<file path="src/sv/assert_macros.svh">
// Shared assertion macros
`ifndef ASSERT_MACROS_SVH
`define ASSERT_MACROS_SVH

// Same-cycle implication, off during reset
`define ASSERT_IMPL(lbl, clk, rst_n, ante, cons) \
    lbl: assert property (@(posedge clk) disable iff (!rst_n) (ante) |-> (cons)) \
        else $error("assertion failed");

// Next-cycle implication, always on
`define ASSERT_NEXT(lbl, clk, ante, cons) \
    lbl: assert property (@(posedge clk) (ante) |=> (cons)) \
        else $error("assertion failed");

`endif

</file>
<file path="src/sv/fpa_pkg.sv">
package fpa_pkg;

    typedef logic [3:0] t_op;

    localparam t_op OP_ADD = 4'd0;
    localparam t_op OP_SUB = 4'd1;
    localparam t_op OP_MUL = 4'd2;
    localparam t_op OP_DIV = 4'd3;
    localparam t_op OP_GT  = 4'd4;
    localparam t_op OP_LT  = 4'd5;
    localparam t_op OP_GE  = 4'd6;
    localparam t_op OP_LE  = 4'd7;
    localparam t_op OP_EQ  = 4'd8;
    localparam t_op OP_NE  = 4'd9;
    localparam t_op OP_MIN = 4'd10;
    localparam t_op OP_MAX = 4'd11;
    localparam t_op OP_INC = 4'd12;
    localparam t_op OP_DEC = 4'd13;
    localparam t_op OP_I2F = 4'd14;
    localparam t_op OP_F2I = 4'd15;

    localparam int DATA_W = 32;

    // Control that travels down the divider stages
    typedef struct packed {
        logic              valid;
        logic              is_div;
        logic              neg;
        logic              dz;
        logic              cmp;
        logic [DATA_W-1:0] result;
    } t_ctl;

endpackage

</file>
<file path="src/sv/fpa_div_step.sv">
module fpa_div_step #(
    parameter int NUM_W = 40
) (
    input  logic                  i_clk,
    input  logic                  i_rst_n,
    input  logic                  i_en,
    input  fpa_pkg::t_ctl         i_ctl,
    input  logic [31:0]           i_rem,
    input  logic [NUM_W-1:0]      i_num,
    input  logic [31:0]           i_den,
    input  logic [31:0]           i_quo,
    output fpa_pkg::t_ctl         o_ctl,
    output logic [31:0]           o_rem,
    output logic [NUM_W-1:0]      o_num,
    output logic [31:0]           o_den,
    output logic [31:0]           o_quo
);
    import fpa_pkg::*;

    t_ctl             r_ctl;
    logic [31:0]      r_rem, r_den, r_quo;
    logic [NUM_W-1:0] r_num;
    logic [32:0]      trial;
    logic [32:0]      diff;
    logic             ge;

    // one restoring step: bring down the next dividend bit
    always_comb begin
        trial = {i_rem, i_num[NUM_W-1]};
        diff  = trial - {1'b0, i_den};
        ge    = (trial >= {1'b0, i_den});
    end

    always_ff @(posedge i_clk) begin
        if (!i_rst_n) begin
            r_ctl.valid <= 1'b0;
        end else if (i_en) begin
            r_ctl.valid <= i_ctl.valid;
        end
        if (i_en) begin
            r_ctl.is_div <= i_ctl.is_div;
            r_ctl.neg    <= i_ctl.neg;
            r_ctl.dz     <= i_ctl.dz;
            r_ctl.cmp    <= i_ctl.cmp;
            r_ctl.result <= i_ctl.result;
            r_rem        <= ge ? diff[31:0] : trial[31:0];
            r_num        <= {i_num[NUM_W-2:0], 1'b0};
            r_den        <= i_den;
            r_quo        <= {i_quo[30:0], ge};
        end
    end

    assign o_ctl = r_ctl;
    assign o_rem = r_rem;
    assign o_num = r_num;
    assign o_den = r_den;
    assign o_quo = r_quo;
endmodule

</file>
<file path="config.mk">
export PLATFORM = sky130hd
export DESIGN_NAME = fpa_div_step
export DESIGN_NICKNAME = d
export VERILOG_FILES = /design/src/sv/assert_macros.svh /design/src/sv/fpa_pkg.sv /design/src/sv/fpa_div_step.sv
export SDC_FILE = /design/constraint.sdc
export NUM_CORES = 1
export LEC_CHECK = 0
export BUFFER_PORTS_ARGS = -buffer_cell sky130_fd_sc_hd__buf_2
export CORE_MARGIN = 3
export CORE_UTILIZATION = 42
export DETAILED_ROUTE_END_ITERATION = 8
export PLACE_DENSITY = 0.76
export SLEW_MARGIN = 20
export SYNTH_ARGS = -nofsm -noshare
export SYNTH_HDL_FRONTEND = slang
export SYNTH_SLANG_ARGS = --single-unit
</file>
<file path="constraint.sdc">
create_clock -name i_clk -period 3.7 [get_ports i_clk]
set_clock_uncertainty 0.1 [all_clocks]
set_input_delay 0.74 -clock i_clk [delete_from_list [all_inputs] [get_ports i_clk]]
set_output_delay 0.74 -clock i_clk [all_outputs]
set_load 0.02 [all_outputs]
</file>
Word level (Yosys, flattened, before mapping) --
Cells that the tools add are included.
Word-level totals: word-level logic and storage cells 13, register bits after elaboration 172
Cells by class: $lt $le $gt $ge 1, $add $sub $neg 1, multiplexer cells 1
Operators by type and width (number):
- >= comparator 33 x 32 -> 1 bit | 1
- 2-to-1 mux 32 bit | 1
- subtractor 32 bit | 1

Logic depth before layout (Yosys ltp) --
Gate-level depths: netlist (run 1).
depth after elaboration 2, gate-level depth with buffers 13

Worst setup path before layout (run 1) --
OpenSTA, ideal clock, no wires.
path kind input to register, start point in i_den[7], end point reg r_rem[13] (netlist: o_rem[13]), data pin, required time 3.338 ns, buffers on the path 2, library setup time 0.262 ns, slack 0.089 ns, arrival time 3.249 ns, stages on the path 12, path through inv_1 > ha_1 > buf_2 > nand4_1 > or4_1 > a21oi_1 > nor3_1 > a211oi_2 > o21ai_2 > o31ai_4 > buf_4 > mux2_1
Between the ends: cells in the longest elaborated chain, start to end 2, elaborated cells between the ends (all ways) 3, those cells by class add/sub (1); order compare (1); mux (1)
Ends and longest elaborated chain:
- from (decl) | line fpa_div_step.sv:10 | input logic [31:0] i_den,
- subtractor 32 bit or >= comparator 33 x 32 -> 1 bit (tied branches) | line fpa_div_step.sv:30, fpa_div_step.sv:31
- 2-to-1 mux 32 bit * | line fpa_div_step.sv:46 | r_rem <= ge ? diff[31:0] : trial[31:0];
- to (signal assigned) | line fpa_div_step.sv:46
- to (decl) | line fpa_div_step.sv:21 | logic [31:0] r_rem, r_den, r_quo;
Every way passes the cells marked *; elsewhere a longest branch is shown, timed or not. A chain may end at the register's enable or synchronous reset.

Worst setup path after layout (run 1) --
start point in i_num[39], end point reg r_rem[26] (netlist: o_rem[26]), data pin
Between the ends: cells in the longest elaborated chain, start to end 2, elaborated cells between the ends (all ways) 3, those cells by class add/sub (1); order compare (1); mux (1)
Ends and longest elaborated chain:
- from (decl) | line fpa_div_step.sv:9 | input logic [NUM_W-1:0] i_num,
- subtractor 32 bit or >= comparator 33 x 32 -> 1 bit (tied branches) | line fpa_div_step.sv:30, fpa_div_step.sv:31
- 2-to-1 mux 32 bit * | line fpa_div_step.sv:46
Marks and branches as above.

==> results of run 1 <==
worst max path at each step:
stage	to	cells past startpoint	start	slack [ps]
after floorplan	o_rem[13]	12	i_den[7]	90
after global placement	o_rem[30]	13	i_num[39]	-180
after detailed placement	o_rem[30]	13	i_num[39]	-270
after CTS	o_rem[30]	13	i_num[39]	170
after global routing	o_rem[26]	14	i_num[39]	40
final	o_rem[26]	14	i_num[39]	220
power by group through the flow:
stage | combinational [W] | sequential, W | clock [W]
after floorplan | 0.000339 | 0.00269 | 0
after detailed placement | 0.00106 | 0.00244 | 0
after CTS | 0.00106 | 0.00241 | 0.00195
after global placement | 0.00104 | 0.00244 | 0
final | 0.00106 | 0.00240 | 0.00191
after global routing | 0.00114 | 0.00242 | 0.00203
kinds of logic after synthesis:
| group | after synthesis | share of synthesized area |
|---|---|---|
| buffers and inverters | 57 | 0.0325 |
| multiplexers | 12 | 0.0179 |
| other | 1 | 0.000507 |
| flip-flops | 172 | 0.697 |
| AND/OR/NAND/NOR | 100 | 0.0638 |
| XOR/XNOR | 27 | 0.0320 |
| AO/OA/AOI/OAI | 119 | 0.0990 |
| adder cells (fa/ha/maj) | 33 | 0.0569 |
cells in the mapped netlist, types with 5 or more instances:
library cell	instances	area share
edfxtp_1	171	0.69
a21oi_1	56	0.038
inv_1	38	0.019
nor2_1	35	0.018
ha_1	32	0.054
nand2_1	26	0.013
o21ai_0	16	0.011
xnor2_1	15	0.018
a21o_1	12	0.012
xor2_1	12	0.014
buf_2	8	0.0054
nand3_1	8	0.0054
nand4_1	8	0.0068
clkbuf_1	6	0.0030
mux2_2	6	0.0091
o21a_1	6	0.0061
a31oi_1	5	0.0042
registers in the layout (all words and copies together), names as in the netlist:
name	count
o_rem	32
o_den	32
o_quo	32
o_num	39
o_ctl	37
metrics by stage:
stage | utilization | TNS, ps | setup slack [ps]
final | 0.608 | 0 | 224
after global routing | 0.608 | 0 | 44.4
after CTS | 0.607 | 0 | 165
after detailed placement | 0.570 | -1000 | -274
after global placement | 0.570 | -337 | -177
after floorplan | - | 0 | 88.9
metal layers:
layer / wire length [um] / track usage / share of wire / vias to the layer above
met5: 55 / 0 / 0.0024 / -
met4: 490 / 0.0736 / 0.021 / 8
met3: 1820 / 0.0721 / 0.079 / 37
met2: 12000 / 0.409 / 0.53 / 276
met1: 8490 / 0.269 / 0.37 / 2805
li1: - / - / - / 2719
layout make-up:
type / instances / area share
Clock inverter: 15 / 0.0194
Clock buffer: 17 / 0.0414
Multi-Input combinational cell: 292 / 0.196
Antenna cell: 1 / 0.000244
Tap cell: 220 / 0.0268
Timing Repair Buffer: 385 / 0.200
Sequential cell: 172 / 0.502
Inverter: 38 / 0.0139
timing repair:
item / CTS / global route
hold endpoints to repair: 0 / 0
setup endpoints to repair: 0 / 1
resized for setup: 0 / 2
==> metrics.cfg, run 1 <==
[status]
outcome=complete, no violations

[final_layout]
multi_input_comb_area_sq_um=2010
final_cell_count_no_fill=1140
area_growth_syn_to_layout_pct=38.9
area.sequential_sq_um=5150
final_net_count=1115
post_route_cells_drive_above_1_share=0.466
final_cell_mix=345 x buf_2, 171 x edfxtp_1, 56 x a21oi_1
layout.cells.most_common=buf_2
post-route-cell-area_sq_um=10300
nFillCells=1328

[global_routing]
grt-ovfl-total=0
grt_max_degree=59
vias_in_the_first_global_route=5775
antenna_found_initial=6
global_route.usage.total=0.231
first_pass_grt_wire_length_um=34000

[floorplan]
fp.dieH_um=139
design.core.area_sq_um=16900
die_width_um=139
ios=349
die-area_sq_um=19200
initial_core_util=0.438
fp-row-count=47

[cts]
root_buffer=clkbuf_16
clock_latency_late_sink_ps=420
postCtsSetupRepairBufs=0
hold_buffers=0
clock-sinks=172
htreeDepth=4
cts.reportedPaths.clkPinSlew_ps=70
cts-buffers-inserted=17
clock_tree.buffer_depth=2
tritoncts_clock_tree=yes

[critical_path]
timing.critical_path.to_type=flip-flop
crit_chain=buf_2 > inv_1 > ha_1 > fa_1 > nand2b_1 > a21oi_1 > o21ai_0 > o311a_1 > a31oi_2 > a21oi_1 > buf_4 > o21ai_0 > xor2_1 > mux2_1
crit_path_max_fanout=2
reg2reg_from=o_ctl[36]
timing_worst_setup_path_type=input pin to flip-flop
ff2ff_setup_slack_ps=2970
crit_slowest_cell=fa_1
arrival_time_of_data_at_the_critical_path_endpoint_ps=3560
critPathRequiredTime_ps=3780
r2r_end=o_ctl[36]
timing.critical_path.from_type=input pin
r2r_cells=2
critical_path.n_buffers_inverters=3
max_stage_delay_ps=410
worst_path_dominant_cell_family=compound AO/OA/AOI/OAI gates

[worst_hold_path]
hold_end=o_num[30]
worst_hold_stages=1
hp-start=i_num[29]
worst_hold_path_type=input pin to flip-flop

[drt]
postRouteWirelength_um=22900
drtIter0Drc=487
number_of_iterations_in_the_first_detailed_routing_pass=5
detail_route.vias_per_cell=5.13
wl_per_cell_um=20.1
detailroute.via_count=5845
final_antenna_net_count=0
drc_errors=0

[pwr]
power.switching_w=0.00152
combinationalPowerShare=0.197
power.density_nw_per_um2=524
design_power_total_w=0.00537
pwr-share-seq=0.447
internal_power_w=0.00385
p_leak_nw=4.60
power.switching_fraction=0.283
max-vdd-ir-drop_mv=0.361
clock_power_share=0.356

[timing]
grt_setup_unrepaired=no
final_min_period_over_clock_period=0.939
timing_worst_slew_pin_value_ps=622
final_number_of_hold_violating_endpoints=0
fmax_mhz=288
final_period_minus_worst_setup_slack_ps=3480
finalSetupViolations=0
worst_hold_slack_ps=384
slew_headroom=0.583
finalMaxSlewViolations=0

[synth]
synthArstFlopShare=0
syn-mean-instance-area_sq_um=14.2
synth-warning-count=0
synth_cells=521
synthesis.nets=730
synth_edf_count=171
synth.lib_cells_used.distinct=50
ys_ff_latch=172
synth_top_flop_cell=edfxtp_1
ys_seq_area_frac=0.697
netlist_area_sq_um=7390

[place]
portBuffers=346
total_cell_area_at_the_placement_stage_sq_um=9630
dp.cells=1107
gp_routability_congestion=0.889
hpwl_um=18000

[flow_run]
cap_violations=0

Note: power is estimated with default switching activity, not from simulation.
==> run 2, diff against run 1 <==
Settings changed: CORE_ASPECT_RATIO from default to 2.
==> run 2 against run 1 <==
  * Design area down 0.13%
  * Highest routed layer unchanged
  * Total power decreased by 2.7%
  * Global-route usage down 2.0 points
  * Maximum frequency shrank 0.83%
  * Routed wire length fell by 9.0%
  * Largest cell class unchanged
  * Critical path type unchanged
==> metrics.cfg, run 2 (synthesis gave the netlist of run 1 again) <==
[drt]
wl_per_cell_um=18.3
number_of_iterations_in_the_first_detailed_routing_pass=4
drtIter0Drc=230
drc_errors=0
final_antenna_net_count=0
detail_route.vias_per_cell=4.97
postRouteWirelength_um=20800
detailroute.via_count=5644

[cts]
clock_latency_late_sink_ps=420
cts.reportedPaths.clkPinSlew_ps=70
cts-buffers-inserted=17
clock-sinks=172
htreeDepth=4
postCtsSetupRepairBufs=0
root_buffer=clkbuf_16
tritoncts_clock_tree=yes
clock_tree.buffer_depth=2

[global_routing]
global_route.usage.total=0.211
first_pass_grt_wire_length_um=30900
grt-ovfl-total=0
antenna_found_initial=3
vias_in_the_first_global_route=5698
grt_max_degree=81

[final_layout]
multi_input_comb_area_sq_um=2000
layout.cells.most_common=buf_2
final_net_count=1120
area.sequential_sq_um=5150
final_cell_mix=345 x buf_2, 171 x edfxtp_1, 56 x a21oi_1
post-route-cell-area_sq_um=10300
area_growth_syn_to_layout_pct=38.7
final_core_utilization=0.594
largest_reg_flops=39
nFillCells=1436
final_cell_count_no_fill=1136
post_route_cells_drive_above_1_share=0.466

[floorplan]
design.core.area_sq_um=17300
die-area_sq_um=19300
fp-row-count=68
ios=349
initial_core_util=0.428
die_width_um=99.8
fp.dieH_um=194

[timing]
final_min_period_over_clock_period=0.947
finalMaxSlewViolations=0
finalSetupViolations=0
grt_setup_unrepaired=no
timing_worst_slew_pin_value_ps=574
final_period_minus_worst_setup_slack_ps=3510
slew_headroom=0.616
fmax_mhz=285
final_number_of_hold_violating_endpoints=0

[place]
dp.cells=1102
portBuffers=346
gp_routability_congestion=0.862
hpwl_um=16500
total_cell_area_at_the_placement_stage_sq_um=9650

[pwr]
p_leak_nw=4.60
max-vdd-ir-drop_mv=0.313
power.density_nw_per_um2=510

[critical_path]
max_stage_delay_ps=410
critPathRequiredTime_ps=3770
crit_path_max_fanout=2
timing_worst_setup_path_type=input pin to flip-flop
timing.critical_path.from_type=input pin
arrival_time_of_data_at_the_critical_path_endpoint_ps=3570
crit_slowest_cell=fa_1
timing.critical_path.to_type=flip-flop
crit_chain=buf_2 > inv_1 > ha_1 > fa_1 > nand2b_1 > a21oi_1 > o21ai_0 > o311a_1 > a31oi_2 > a21oi_1 > buf_4 > o21ai_0 > xor2_1 > mux2_1

[flow_run]
cap_violations=0

[status]
outcome=complete, no violations

[worst_hold_path]
worst_hold_path_type=input pin to flip-flop

==> run 2: cell count changes in the layout (fill, tap and decap cells not counted), moves of 2 or more <==
cell,before,now
clkinv_4,0,3
inv_6,5,3
buf_4,37,42
inv_8,5,1
==> run 2: worst max-delay path: cells and delay by family <==
family                     cells  cell delay [ps]
AOI/OAI and AO/OA              6             1330
xor gates and xnor gates       1               90
adders and majority gates      2              630
buffers and inverters          3              300
muxes                          1              300
and+or+nand+nor                1              190
==> run 2: worst paths after layout <==
path             start         to  slack, ps  cells after the start
max          i_num[39]  o_rem[26]        190                     14
min          i_ctl[18]  o_ctl[18]        390                      1
max reg2reg  o_ctl[36]  o_ctl[36]       3010                      2
min reg2reg  o_ctl[36]  o_ctl[36]        430                      2
==> run 2: per-stage QoR <==
step / TNS, ps / power [W] / setup slack [ps] / hold WS, ps
4_1_cts: 0 / 0.00528 / 175 / 367
3_3_place_gp: -436 / 0.00347 / -236 / 396
2_1_floorplan: 0 / 0.00303 / 88.9 / 489
6_report: 0 / 0.00523 / 195 / 389
5_1_grt: 0 / 0.00545 / 28.3 / 366
3_5_place_dp: -482 / 0.00350 / -253 / 406
==> run 2: per-layer routing <==
layer / vias up / GRT usage / routed length, um
met5: - / 0 / 13
met4: 2 / 0.0745 / 422
met3: 29 / 0.0583 / 1550
met2: 247 / 0.398 / 11700
met1: 2631 / 0.215 / 7090
li1: 2735 / - / -
==> run 2: what timing repair did <==
item	CTS	global route
hold buffers	0	0
hold endpoints to repair	0	0
setup endpoints to repair	0	1
resized for setup	0	1
==> run 2: layout make-up <==
type / count / share of cell area
diodes: 2 / 0.000488
clock inverters: 15 / 0.0161
flip-flops and latches: 172 / 0.503
well taps: 210 / 0.0256
inverters: 38 / 0.0139
clock buffers: 17 / 0.0415
multi-input cells: 292 / 0.195
repair buffers: 390 / 0.204
==> run 2: power breakdown <==
part / internal (W) / total (W) / leakage (nW) / switching (W)
registers: 0.00236 / 0.00241 / 1.68 / 0.0000455
clock network: 0.00101 / 0.00178 / 0.288 / 0.000769
logic: 0.000407 / 0.00105 / 2.63 / 0.000642
